File: config.mk
export PLATFORM = sky130hd
export DESIGN_NAME = bisection_root_finder_top
export DESIGN_NICKNAME = d
export VERILOG_FILES = /design/src/hdl/bisec_pkg.sv /design/src/hdl/bisection_root_finder_top.sv /design/src/hdl/bisec_dp.sv /design/src/hdl/bisec_ctrl.sv
export SDC_FILE = /design/constraint.sdc
export NUM_CORES = 2
export LEC_CHECK = 0
export ABC_AREA = 1
export BUFFER_PORTS_ARGS = -buffer_cell sky130_fd_sc_hd__buf_2
export CORE_ASPECT_RATIO = 0.7
export CORE_MARGIN = 2
export CORE_UTILIZATION = 40
export CTS_CLUSTER_DIAMETER = 40
export DETAILED_ROUTE_END_ITERATION = 10
export HOLD_SLACK_MARGIN = 0.03
export MAX_ROUTING_LAYER = met4
export PLACE_DENSITY = 0.63
export SETUP_SLACK_MARGIN = 0.4
export SLEW_MARGIN = 10
export SYNTH_ARGS = -nofsm -noshare
export SYNTH_HDL_FRONTEND = slang
export SYNTH_SLANG_ARGS = --single-unit
File: constraint.sdc
create_clock -name i_clk -period 13.24 [get_ports i_clk]
set_clock_uncertainty 0.1 [all_clocks]
set_input_delay 1.324 -clock i_clk [delete_from_list [all_inputs] [get_ports i_clk]]
set_output_delay 1.324 -clock i_clk [all_outputs]
set_load 0.005 [all_outputs]
File: src/hdl/bisec_pkg.sv
// ----------------------------------------------------------------------------
// bisec_pkg
// Shared types and constants for the bisection root finder: payload structs,
// register indexes, controller states and the controller/datapath interface.
// ----------------------------------------------------------------------------
`default_nettype none

package bisec_pkg;

    // fixed field widths
    localparam int WORD_BITS          = 32;
    localparam int HALF_BITS          = WORD_BITS / 2;
    localparam int CFG_BITS           = 31;
    localparam int CFG_IDX_BITS       = 2;
    localparam int FRACTION_BITS_DEF  = 20;

    // register reset values
    localparam logic [CFG_BITS-1:0] SQUARE_OFFSET_RST = CFG_BITS'(3145728);
    localparam logic [CFG_BITS-1:0] TOLERANCE_RST     = CFG_BITS'(1);

    // register indexes
    localparam logic [CFG_IDX_BITS-1:0] CFG_SQUARE_OFFSET = CFG_IDX_BITS'(0);
    localparam logic [CFG_IDX_BITS-1:0] CFG_TOLERANCE     = CFG_IDX_BITS'(1);

    // input item
    typedef struct packed {
        logic signed [WORD_BITS-1:0] interval_low;
        logic signed [WORD_BITS-1:0] interval_high;
    } t_in_item;

    // result item
    typedef struct packed {
        logic signed [WORD_BITS-1:0] root_value;
        logic                        no_sign_change;
    } t_out_item;

    // controller states
    typedef enum logic [2:0] {
        S_IDLE,
        S_MUL_A,
        S_CMP_A,
        S_MUL_B,
        S_CMP_B,
        S_ITER,
        S_CMP_C
    } t_state;

    // operand of the squaring unit
    typedef enum logic [1:0] {
        SQ_A,
        SQ_B,
        SQ_C
    } t_sq_sel;

    // controller to datapath
    typedef struct packed {
        logic    load;
        logic    sq_en;
        t_sq_sel sq_sel;
        logic    save_sa;
        logic    upd_a;
        logic    upd_b;
        logic    load_res;
        logic    res_err;
    } t_dp_cmd;

    // datapath to controller
    typedef struct packed {
        logic f_pos;
        logic f_zero;
        logic sa_pos;
        logic sa_zero;
        logic go_on;
    } t_dp_stat;

endpackage

`default_nettype wire

File: src/hdl/bisection_root_finder_top.sv
// ----------------------------------------------------------------------------
// bisection_root_finder_top
// Bisection search for a root of x*x - k over a signed fixed-point interval.
// ----------------------------------------------------------------------------
// result: strobed after the end-point checks if the ends show no sign change,
//   else when the halving steps end or a midpoint is an exact root
// throughput: one item at a time; each halving step uses the split squaring
//   unit and then the wide sum and compare
// reset: synchronous, active low; clears the controller and loads
//   k = 3.0 and tolerance = 1; results cannot be stalled by the receiver
`default_nettype none

module bisection_root_finder_top #(
    parameter int FRACTION_BITS = bisec_pkg::FRACTION_BITS_DEF
) (
    input  wire                                i_clk,
    input  wire                                i_rst_n,
    input  wire                                start,
    output logic                               busy,
    input  bisec_pkg::t_in_item                i_item,
    output logic                               o_done,
    output bisec_pkg::t_out_item               o_out,
    input  wire                                i_cfg_valid,
    output logic                               o_cfg_ready,
    input  wire  [bisec_pkg::CFG_IDX_BITS-1:0] i_cfg_index,
    input  wire  [bisec_pkg::CFG_BITS-1:0]     i_cfg_data
);
    import bisec_pkg::*;

    logic [CFG_BITS-1:0] r_square_offset;
    logic [CFG_BITS-1:0] r_tolerance;
    t_dp_cmd             cmd;
    t_dp_stat            stat;

    // configuration registers
    assign o_cfg_ready = 1'b1;

    always_ff @(posedge i_clk) begin
        if (!i_rst_n) begin
            r_square_offset <= SQUARE_OFFSET_RST;
            r_tolerance     <= TOLERANCE_RST;
        end else if (i_cfg_valid && o_cfg_ready) begin
            unique case (i_cfg_index)
                CFG_SQUARE_OFFSET: r_square_offset <= i_cfg_data;
                CFG_TOLERANCE:     r_tolerance     <= i_cfg_data;
                default: ;
            endcase
        end
    end

    // controller
    bisec_ctrl u_ctrl (
        .i_clk   (i_clk),
        .i_rst_n (i_rst_n),
        .i_start (start),
        .o_busy  (busy),
        .o_done  (o_done),
        .i_stat  (stat),
        .o_cmd   (cmd)
    );

    // datapath
    bisec_dp #(
        .FRACTION_BITS (FRACTION_BITS)
    ) u_dp (
        .i_clk           (i_clk),
        .i_item          (i_item),
        .i_square_offset (r_square_offset),
        .i_tolerance     (r_tolerance),
        .i_cmd           (cmd),
        .o_stat          (stat),
        .o_out           (o_out)
    );

    // checks
    a_done_idle: assert property (@(posedge i_clk) disable iff (!i_rst_n)
        o_done |-> !busy)
        else $error("result strobe while busy");

    a_err_zero: assert property (@(posedge i_clk) disable iff (!i_rst_n)
        (o_done && o_out.no_sign_change) |-> (o_out.root_value == '0))
        else $error("error item carries a nonzero root");

    a_start_busy: assert property (@(posedge i_clk) disable iff (!i_rst_n)
        (start && !busy) |=> busy)
        else $error("accepted item did not start the search");

    a_done_single: assert property (@(posedge i_clk) disable iff (!i_rst_n)
        o_done |=> !o_done)
        else $error("result strobe held for two cycles");

endmodule

`default_nettype wire

File: src/hdl/bisec_dp.sv
// ----------------------------------------------------------------------------
// bisec_dp
// Datapath: interval registers, midpoint and width test, split squaring unit,
// exact compare of x*x against k scaled to the fixed-point format.
// ----------------------------------------------------------------------------
`default_nettype none

module bisec_dp #(
    parameter int FRACTION_BITS = bisec_pkg::FRACTION_BITS_DEF
) (
    input  wire                               i_clk,
    input  bisec_pkg::t_in_item               i_item,
    input  wire  [bisec_pkg::CFG_BITS-1:0]    i_square_offset,
    input  wire  [bisec_pkg::CFG_BITS-1:0]    i_tolerance,
    input  bisec_pkg::t_dp_cmd                i_cmd,
    output bisec_pkg::t_dp_stat               o_stat,
    output bisec_pkg::t_out_item              o_out
);
    import bisec_pkg::*;

    localparam int CW = (2 * WORD_BITS > CFG_BITS + FRACTION_BITS) ?
                        2 * WORD_BITS : CFG_BITS + FRACTION_BITS;
    localparam int DW = (WORD_BITS + 2 > CFG_BITS + 2) ? WORD_BITS + 2 : CFG_BITS + 2;

    logic signed [WORD_BITS-1:0]   r_a;
    logic signed [WORD_BITS-1:0]   r_b;
    logic                          r_sa_pos;
    logic                          r_sa_zero;
    logic        [2*HALF_BITS-1:0] r_p_ll;
    logic        [2*HALF_BITS-1:0] r_p_lh;
    logic        [2*HALF_BITS-1:0] r_p_hh;
    t_out_item                     r_out;

    logic signed [WORD_BITS:0]     sum_ab;
    logic signed [WORD_BITS-1:0]   mid;
    logic signed [DW-1:0]          width;
    logic signed [DW-1:0]          twice_tol;
    logic signed [WORD_BITS-1:0]   sq_op;
    logic        [WORD_BITS-1:0]   mag;
    logic        [HALF_BITS-1:0]   mag_lo;
    logic        [HALF_BITS-1:0]   mag_hi;
    logic        [CW-1:0]          square;
    logic        [CW-1:0]          k_scaled;

    // midpoint, floor of the exact sum over two
    assign sum_ab = (WORD_BITS+1)'(r_a) + (WORD_BITS+1)'(r_b);
    assign mid    = sum_ab[WORD_BITS:1];

    // keep going while width exceeds twice the tolerance and one unit
    assign width     = DW'(r_b) - DW'(r_a);
    assign twice_tol = signed'(DW'({i_tolerance, 1'b0}));

    // operand select and magnitude
    always_comb begin
        case (i_cmd.sq_sel)
            SQ_A:    sq_op = r_a;
            SQ_B:    sq_op = r_b;
            default: sq_op = mid;
        endcase
    end

    assign mag    = sq_op[WORD_BITS-1] ? WORD_BITS'(-sq_op) : WORD_BITS'(sq_op);
    assign mag_lo = mag[HALF_BITS-1:0];
    assign mag_hi = mag[2*HALF_BITS-1:HALF_BITS];

    // partial products of the square
    always_ff @(posedge i_clk) begin
        if (i_cmd.sq_en) begin
            r_p_ll <= mag_lo * mag_lo;
            r_p_lh <= mag_lo * mag_hi;
            r_p_hh <= mag_hi * mag_hi;
        end
    end

    // sum of partial products against k in the same format
    assign square   = (CW'(r_p_hh) << (2 * HALF_BITS)) + (CW'(r_p_lh) << (HALF_BITS + 1))
                    + CW'(r_p_ll);
    assign k_scaled = CW'(i_square_offset) << FRACTION_BITS;

    assign o_stat.f_pos   = square > k_scaled;
    assign o_stat.f_zero  = square == k_scaled;
    assign o_stat.sa_pos  = r_sa_pos;
    assign o_stat.sa_zero = r_sa_zero;
    assign o_stat.go_on   = (width > twice_tol) && (width > signed'(DW'(1)));

    // interval ends
    always_ff @(posedge i_clk) begin
        if (i_cmd.load) begin
            r_a <= i_item.interval_low;
            r_b <= i_item.interval_high;
        end else if (i_cmd.upd_a) begin
            r_a <= mid;
        end else if (i_cmd.upd_b) begin
            r_b <= mid;
        end
    end

    // sign of f at the left end
    always_ff @(posedge i_clk) begin
        if (i_cmd.save_sa) begin
            r_sa_pos  <= o_stat.f_pos;
            r_sa_zero <= o_stat.f_zero;
        end
    end

    // result register
    always_ff @(posedge i_clk) begin
        if (i_cmd.load_res) begin
            r_out.root_value     <= i_cmd.res_err ? '0 : mid;
            r_out.no_sign_change <= i_cmd.res_err;
        end
    end

    assign o_out = r_out;

endmodule

`default_nettype wire

File: src/hdl/bisec_ctrl.sv
// ----------------------------------------------------------------------------
// bisec_ctrl
// Controller: sequences the end-point sign checks and the bisection loop,
// running S_ITER then S_CMP_C for each halving step, and strobes the finished item.
// ----------------------------------------------------------------------------
`default_nettype none

module bisec_ctrl (
    input  wire                  i_clk,
    input  wire                  i_rst_n,
    input  wire                  i_start,
    output logic                 o_busy,
    output logic                 o_done,
    input  bisec_pkg::t_dp_stat  i_stat,
    output bisec_pkg::t_dp_cmd   o_cmd
);
    import bisec_pkg::*;

    t_state r_state;
    t_state n_state;
    logic   r_done;

    // state register and result strobe
    always_ff @(posedge i_clk) begin
        if (!i_rst_n) begin
            r_state <= S_IDLE;
            r_done  <= 1'b0;
        end else begin
            r_state <= n_state;
            r_done  <= o_cmd.load_res;
        end
    end

    // next state and commands
    always_comb begin
        n_state = r_state;
        o_cmd   = '0;
        o_cmd.sq_sel = SQ_A;
        unique case (r_state)
            S_IDLE: begin
                if (i_start) begin
                    o_cmd.load = 1'b1;
                    n_state    = S_MUL_A;
                end
            end
            S_MUL_A: begin
                o_cmd.sq_en  = 1'b1;
                o_cmd.sq_sel = SQ_A;
                n_state      = S_CMP_A;
            end
            S_CMP_A: begin
                o_cmd.save_sa = 1'b1;
                n_state       = S_MUL_B;
            end
            S_MUL_B: begin
                o_cmd.sq_en  = 1'b1;
                o_cmd.sq_sel = SQ_B;
                n_state      = S_CMP_B;
            end
            S_CMP_B: begin
                // zero at either end or equal signs: no search
                if (i_stat.sa_zero || i_stat.f_zero || (i_stat.sa_pos == i_stat.f_pos)) begin
                    o_cmd.load_res = 1'b1;
                    o_cmd.res_err  = 1'b1;
                    n_state        = S_IDLE;
                end else begin
                    n_state = S_ITER;
                end
            end
            S_ITER: begin
                if (i_stat.go_on) begin
                    o_cmd.sq_en  = 1'b1;
                    o_cmd.sq_sel = SQ_C;
                    n_state      = S_CMP_C;
                end else begin
                    o_cmd.load_res = 1'b1;
                    n_state        = S_IDLE;
                end
            end
            S_CMP_C: begin
                // exact root at the midpoint ends the search
                if (i_stat.f_zero) begin
                    o_cmd.load_res = 1'b1;
                    n_state        = S_IDLE;
                end else begin
                    if (i_stat.f_pos != i_stat.sa_pos) begin
                        o_cmd.upd_b = 1'b1;
                    end else begin
                        o_cmd.upd_a = 1'b1;
                    end
                    n_state = S_ITER;
                end
            end
            default: begin
                n_state = S_IDLE;
            end
        endcase
    end

    assign o_busy = (r_state != S_IDLE);
    assign o_done = r_done;

endmodule

`default_nettype wire
======== After elaboration in Yosys (flattened, before gate mapping) ========
Cells that the tools add are included.
word-level totals
  register bits after elaboration ......... 261
  bits of input ports ..................... 101
  output and inout port bits .............. 36
  logic and storage cells ................. 74
operators by class
  add/subtract/negate cells ............... 5
  multipliers ............................. 3
  magnitude comparators ................... 3
  equal/unequal tests ..................... 13
  muxes and demuxes ....................... 25
  reduce and logical (&&, ||, !) cells .... 12
operators by type and width
  cell                                                 count
  2-to-1 mux 32 bit                                    6
  multiplier 16 x 16 -> 32 bit                         3
  adder 64 x 32 -> 64 bit                              1
  adder 64 x 49 -> 64 bit                              1
  == test 64 x 51 -> 1 bit                             1
  > comparator 64 x 51 -> 1 bit                        1
  one-hot mux 32 bit (2 select lines)                  1
  > comparator 34 x 2 -> 1 bit, second input constant  1
  > comparator 34 x 33 -> 1 bit                        1
  adder 32 x 32 -> 33 bit                              1
  subtractor 32 x 32 -> 33 bit                         1
  negation 32 bit                                      1
  one-hot mux 3 bit (7 select lines)                   1
  2-to-1 mux 3 bit                                     4
  == test 3 bit, second input constant                 3
  one-hot mux 3 bit (3 select lines)                   1
  2-to-1 mux 1 bit                                     8
  == test 3 x 2 -> 1 bit, second input constant        2
  2-to-1 mux 2 bit                                     3
  AND reduction 2 bit                                  3
  == test 2 x 1 -> 1 bit, second input constant        2
  logical NOT 2 bit                                    2
  nonzero test 2 bit                                   2
  == test 3 x 1 -> 1 bit, second input constant        1
  other kinds (9)                                      10

======== Longest topological paths before layout ========
  depth in word-level cells ............... 10
  depth in mapped cells ................... 75

======== Modules after synthesis ========
From an unflattened synthesis, not the netlist that was laid out.
unflattened totals
  cell total of the unflattened synthesis .. 5591
  area, all modules ....................... 43023.8 um^2
by module, submodules not included
  module                     instances  cells an instance  area an instance (um^2)
  bisec_dp                   1          5138               40049.7
  bisection_root_finder_top  1          398                2652.5
  bisec_ctrl                 1          55                 321.6

======== Least setup slack after synthesis ========
OpenSTA, ideal clock, no wires.
  path type ............................... flip-flop to flip-flop
  from .................................... reg u_dp.r_a[0]
  to ...................................... reg u_dp.r_p_hh[30], data pin
  library setup time ...................... 0.258 ns
  arrival time ............................ 10.357 ns
  path slack .............................. 2.525 ns
  stages on the path, launching flop included .. 69
  buffers on the path ..................... 3
  cell sequence ........................... edfxtp_1 -> ha_1 -> fa_1 -> inv_1 -> nand3_1 -> nand2_1 -> nand2_1 -> nand2_1 -> nand2_1 -> nand2_1 -> xor2_1 -> inv_1 -> ha_1 -> nand4_1 -> nor3_1 -> a21oi_1 -> a21oi_1 -> nand3_1 -> [33 not listed] -> inv_1 -> ha_1 -> a21oi_1 -> inv_1 -> a221oi_1 -> nand2_1 -> a21oi_1 -> o21bai_1 -> nand2_1 -> nand2_1 -> a21oi_1 -> o21bai_1 -> a21oi_1 -> o21ai_0 -> a21oi_1 -> nor2_1 -> nor2_1 -> xnor2_1
between the ends
  word-level cells in the longest chain between the ends .. 10
  elaborated cells between the ends (all ways) .. 13
  those cells by class .................... add/sub (3); mul (1); order compare (2); eq/ne (1); mux (4); reduce/logical (2)
RTL lines
  element                                                                               RTL line          source
  start: declaration                                                                    bisec_dp.sv:25    logic signed [WORD_BITS-1:0] r_a;
  start signal: assignment                                                              bisec_dp.sv:89    r_a <= i_item.interval_low;
  start signal: assignment                                                              bisec_dp.sv:92    r_a <= mid;
  subtractor 32 x 32 -> 33 bit                                                          bisec_dp.sv:50    assign width = DW'(r_b) - DW'(r_a);
  > comparator 34 x 33 -> 1 bit / > comparator 34 x 2 -> 1 bit (equally long branches)  bisec_dp.sv:84    assign o_stat.go_on = (width > twice_tol) && (width > signed'(DW'(1)));
  logical AND 1 bit                                                                     bisec_dp.sv:84
  2-to-1 mux 3 bit                                                                      bisec_ctrl.sv:71  if (i_stat.go_on) begin
  one-hot mux 3 bit (3 select lines)                                                    bisec_ctrl.sv:39  unique case (r_state)
  == test 2 x 1 -> 1 bit / logical NOT 2 bit (equally long branches)                    bisec_dp.sv:55    case (i_cmd.sq_sel)
  one-hot mux 32 bit (2 select lines) (*)                                               bisec_dp.sv:55
  negation 32 bit                                                                       bisec_dp.sv:62    assign mag = sq_op[WORD_BITS-1] ? WORD_BITS'(-sq_op) : WORD_BITS'(sq_op);
  2-to-1 mux 32 bit (*)                                                                 bisec_dp.sv:62
  multiplier 16 x 16 -> 32 bit (*)                                                      bisec_dp.sv:71    r_p_hh <= mag_hi * mag_hi;
  end signal: assignment                                                                bisec_dp.sv:71
  end: declaration                                                                      bisec_dp.sv:31    logic [2*HALF_BITS-1:0] r_p_hh;
Every way passes the cells marked *; elsewhere a longest branch is shown, timed or not.
A chain may end at the register's enable or synchronous reset.

======== Final worst setup path ========
  from .................................... reg u_dp.r_b[16]
  to ...................................... reg u_dp.r_p_lh[29], data pin
between the ends
  word-level cells in the longest chain between the ends .. 10
  elaborated cells between the ends (all ways) .. 13
  those cells by class .................... add/sub (3); mul (1); order compare (2); eq/ne (1); mux (4); reduce/logical (2)
RTL lines
  element                                                                               RTL line          source
  start: declaration                                                                    bisec_dp.sv:26    logic signed [WORD_BITS-1:0] r_b;
  start signal: assignment                                                              bisec_dp.sv:90    r_b <= i_item.interval_high;
  start signal: assignment                                                              bisec_dp.sv:94    r_b <= mid;
  subtractor 32 x 32 -> 33 bit                                                          bisec_dp.sv:50
  > comparator 34 x 33 -> 1 bit / > comparator 34 x 2 -> 1 bit (equally long branches)  bisec_dp.sv:84
  logical AND 1 bit                                                                     bisec_dp.sv:84
  2-to-1 mux 3 bit                                                                      bisec_ctrl.sv:71
  one-hot mux 3 bit (3 select lines)                                                    bisec_ctrl.sv:39
  == test 2 x 1 -> 1 bit / logical NOT 2 bit (equally long branches)                    bisec_dp.sv:55
  one-hot mux 32 bit (2 select lines) (*)                                               bisec_dp.sv:55
  negation 32 bit                                                                       bisec_dp.sv:62
  2-to-1 mux 32 bit (*)                                                                 bisec_dp.sv:62
  multiplier 16 x 16 -> 32 bit (*)                                                      bisec_dp.sv:70    r_p_lh <= mag_lo * mag_hi;
  end signal: assignment                                                                bisec_dp.sv:70
  end: declaration                                                                      bisec_dp.sv:30    logic [2*HALF_BITS-1:0] r_p_lh;
Marks and branches as above.

==> impl_metrics.env <==
export IMPL_clock_sinks=259
export IMPL_slew_violations=0
export IMPL_dieArea_sq_um=106000
export IMPL_synth_area_sq_um=41300
export IMPL_async_flop_share_pct=0
export IMPL_reg2reg_to="u_dp.r_p_lh[29]"
export IMPL_outcome="finished, final reports clean"
export IMPL_cap_viol_max_count=0
export IMPL_relSlewSlack_pct=25.5
export IMPL_critical_path_class="reg -> reg"
export IMPL_drc_errors=0
export IMPL_io_buffers=135
export IMPL_start_util_pct=40.4
export IMPL_ios=137
export IMPL_ys_ff_latch=259
export IMPL_regArea_sq_um=7120
export IMPL_grt_pass1_vias=34200
export IMPL_drive_gt1_share_pct=7.60
export IMPL_track_usage_pct=27.1
export IMPL_ctsHoldBuffers=0
export IMPL_clk_pin_slew_ns=0.06
export IMPL_startpoint="u_dp.r_b[16]"
export IMPL_critical_path_arrival_ns=12.66
export IMPL_fin_ws_ns=0.810
export IMPL_period_share_pct=93.9
export IMPL_ys_types=63
export IMPL_hold_class="reg -> reg"
export IMPL_placed_area_sq_um=43600
export IMPL_max_stage_delay_ns=0.65
export IMPL_crit_slowest_cell="ha_1"
export IMPL_ctsRootBufferMaster="clkbuf_16"
export IMPL_ant_nets=0
export IMPL_vias=35900
export IMPL_cp_top_family="adder cells"
export IMPL_fmax_mhz=80.5
export IMPL_yosysSeqAreaShare_pct=17.2
export IMPL_tightest_slew_ns=1.11
export IMPL_final_area_sq_um=45300
export IMPL_cts_buffer_depth=3
export IMPL_crit_top_cell="nand2_1"
export IMPL_grt_first_pass_wirelength_um=211000
export IMPL_critPathRequiredTime_ns=13.47
export IMPL_numCtsBuffers=42
export IMPL_tns_ns=0
export IMPL_antenna_found_initial=1
export IMPL_crit_cells=50
export IMPL_setup_worst_path_end="u_dp.r_p_lh[29]"
export IMPL_critPathBufInv=7
export IMPL_reg2reg_from="u_dp.r_b[16]"
export IMPL_setup_viol=0
export IMPL_hold_viol=0
export IMPL_post_synth_cell_area_avg_sq_um=7.84
export IMPL_gp_congestion=1.09
export IMPL_nNetsFinal=6478
export IMPL_drt_wl_total_um=141000
export IMPL_synthToLayoutAreaGrowth_pct=9.60
export IMPL_drt_pass1_iterations=7
export IMPL_grt_max_degree=67
export IMPL_critPathLaunchType="flop"
export IMPL_reg2reg_depth=50
export IMPL_multi_input_area_sq_um=29400
export IMPL_synth_top_flop_cell="edfxtp_1"
export IMPL_crit_fanout=38
export IMPL_period_minus_slack_ns=12.43
export IMPL_synthCells=5268
export IMPL_ff2ff_setup_slack_ns=0.81
export IMPL_die_w_um=388
export IMPL_wire_per_inst_um=20.8
export IMPL_post_dp_hpwl_um=117000
export IMPL_yosysWarnings=0
export IMPL_hold_ws_ns=0.362
export IMPL_fp_dieH_um=273
export IMPL_h_tree_depth=2
export IMPL_grt_overflow_total=0
export IMPL_worstSetupEndpointType="flop"
export IMPL_core_sq_um=102000
export IMPL_row_count=98
export IMPL_clk_latency_ns=0.62
export IMPL_drt_iter0_drc=4081
export IMPL_pre_cts_slack_ns=0.745
export IMPL_fillers=10300
export IMPL_synth_edff_count=193
export IMPL_cts_tree="built"
export IMPL_rsz0062_at_grt="no"
export IMPL_viasPerCell=5.29
-- cell usage in the layout (no fill, tap or decap), types with 6 or more instances in the layout --
master	n
inv_1	1103
nand2_1	1093
nor2_1	545
fa_1	529
ha_1	448
a21oi_1	281
edfxtp_1	193
o21ai_0	172
buf_2	135
nand3_1	131
xor2_1	117
buf_4	82
nand4_1	79
dfxtp_1	66
xnor2_1	53
clkbuf_16	42
nor3_1	34
o21ai_1	22
conb_1	21
o211ai_1	19
inv_2	19
nor4_1	18
nor2_2	17
nand2_2	15
o21bai_1	14
a31oi_1	13
nor2_4	9
a211oi_1	8
inv_4	8
inv_8	8
clkinv_4	8
o21a_1	6
a21o_1	6
o21ai_4	6
or2_2	6
inv_6	6
buf_6	6
-- layout make-up --
class,instances,share of cell area (%)
tap,1350,3.73
antenna,3,0.0166
timing repair inverter,1,0.0111
inverter,1136,9.50
timing repair buffer,224,3.03
sequential,259,15.7
clock buffer,47,2.38
clock inverter,31,0.743
multi-input combinational,3735,64.9
-- tightest hold or removal path, stage by stage, from the launching register on --
cell     delay, ns
dfxtp_1       0.30
inv_1         0.06
a21oi_1       0.06
-- metal layers --
metal / part of all wire, % / up-vias / track usage (%) / routed length [um]
met5: 0 / - / - / 0
met4: 1.7 / 0 / 4.38 / 2370
met3: 13 / 158 / 7.82 / 18300
met2: 37 / 1772 / 34.4 / 52500
met1: 48 / 17400 / 42.1 / 67800
li1: - / 16600 / - / -
-- synth_stat cells, drive strengths merged, types with 2 or more instances --
library cell	count	area, sq um
dfxtp	66	1320
a22oi	2	15.0
edfxtp	193	5800
clkinv	3	11.3
or3	2	12.5
o2111ai	3	26.3
a21o	6	45.0
xnor2	53	464
nor4	18	113
a21oi	287	1460
a21boi	4	30.0
or2	9	56.3
nor2	571	2240
a31oi	14	87.6
o211ai	20	155
o21ai	203	1040
o21a	6	45.0
fa	529	10600
conb	2	7.51
ha	449	5620
clkbuf	54	203
and2	3	18.8
nor3	35	175
inv	1133	4260
and3	5	31.3
nand3b	4	30.0
xor2	121	1080
o221ai	4	35.0
o31ai	3	22.5
nand2	1113	4230
buf	105	636
a211oi	8	60.1
o22ai	2	12.5
o21bai	15	116
nand3	137	733
nand4	79	494
-- flip-flops by register name (all words and copies together), names as in the netlist --
name	count
u_dp.o_out	33
u_dp.r_a	32
u_dp.r_b	32
u_dp.r_p_lh	32
r_square_offset	31
r_tolerance	31
u_dp.r_p_hh	31
u_dp.r_p_ll	31
u_ctrl.r_state	3
u_ctrl.o_done	1
u_dp.r_sa_pos	1
u_dp.r_sa_zero	1
-- kinds of logic (layout without fill, tap and decap cells) --
family / count (synthesis) / count (layout) / synth area share (%)
XOR/XNOR: 174 / 174 / 3.74
flip-flops: 259 / 259 / 17.2
AND/OR/NAND/NOR: 1980 / 1982 / 19.8
AO/OA/AOI/OAI: 580 / 580 / 7.69
other: 2 / 24 / 0.0182
buffers and inverters: 1295 / 1439 / 12.4
adder cells (fa/ha/maj): 978 / 978 / 39.2
-- what timing repair did --
item                       4_1_cts  5_1_grt
gates resized for setup          0       58
buffers inserted                 0        6
setup endpoints to repair        0       27
hold endpoints to repair         0        0
-- stage by stage --
step	instances	util [%]
after floorplan	5287	-
after global placement	6696	42.6
after detailed placement	6696	42.6
after CTS	6774	44.0
after global routing	6783	44.3
final	6786	44.3
-- how the worst min path moves through the flow --
stage / startpoint / endpoint / cells after the start
floorplan: r_square_offset[10] / r_square_offset[10] / 2
global placement: r_square_offset[15] / r_square_offset[15] / 2
detailed placement: r_square_offset[27] / r_square_offset[27] / 2
CTS: r_tolerance[24] / r_tolerance[24] / 2
global route: r_tolerance[21] / r_tolerance[21] / 2
finish: r_square_offset[27] / r_square_offset[27] / 2
Power is left out: the tool's default activity adds up to more than one toggle a clock period on the data nets, which glitch-free logic cannot reach.
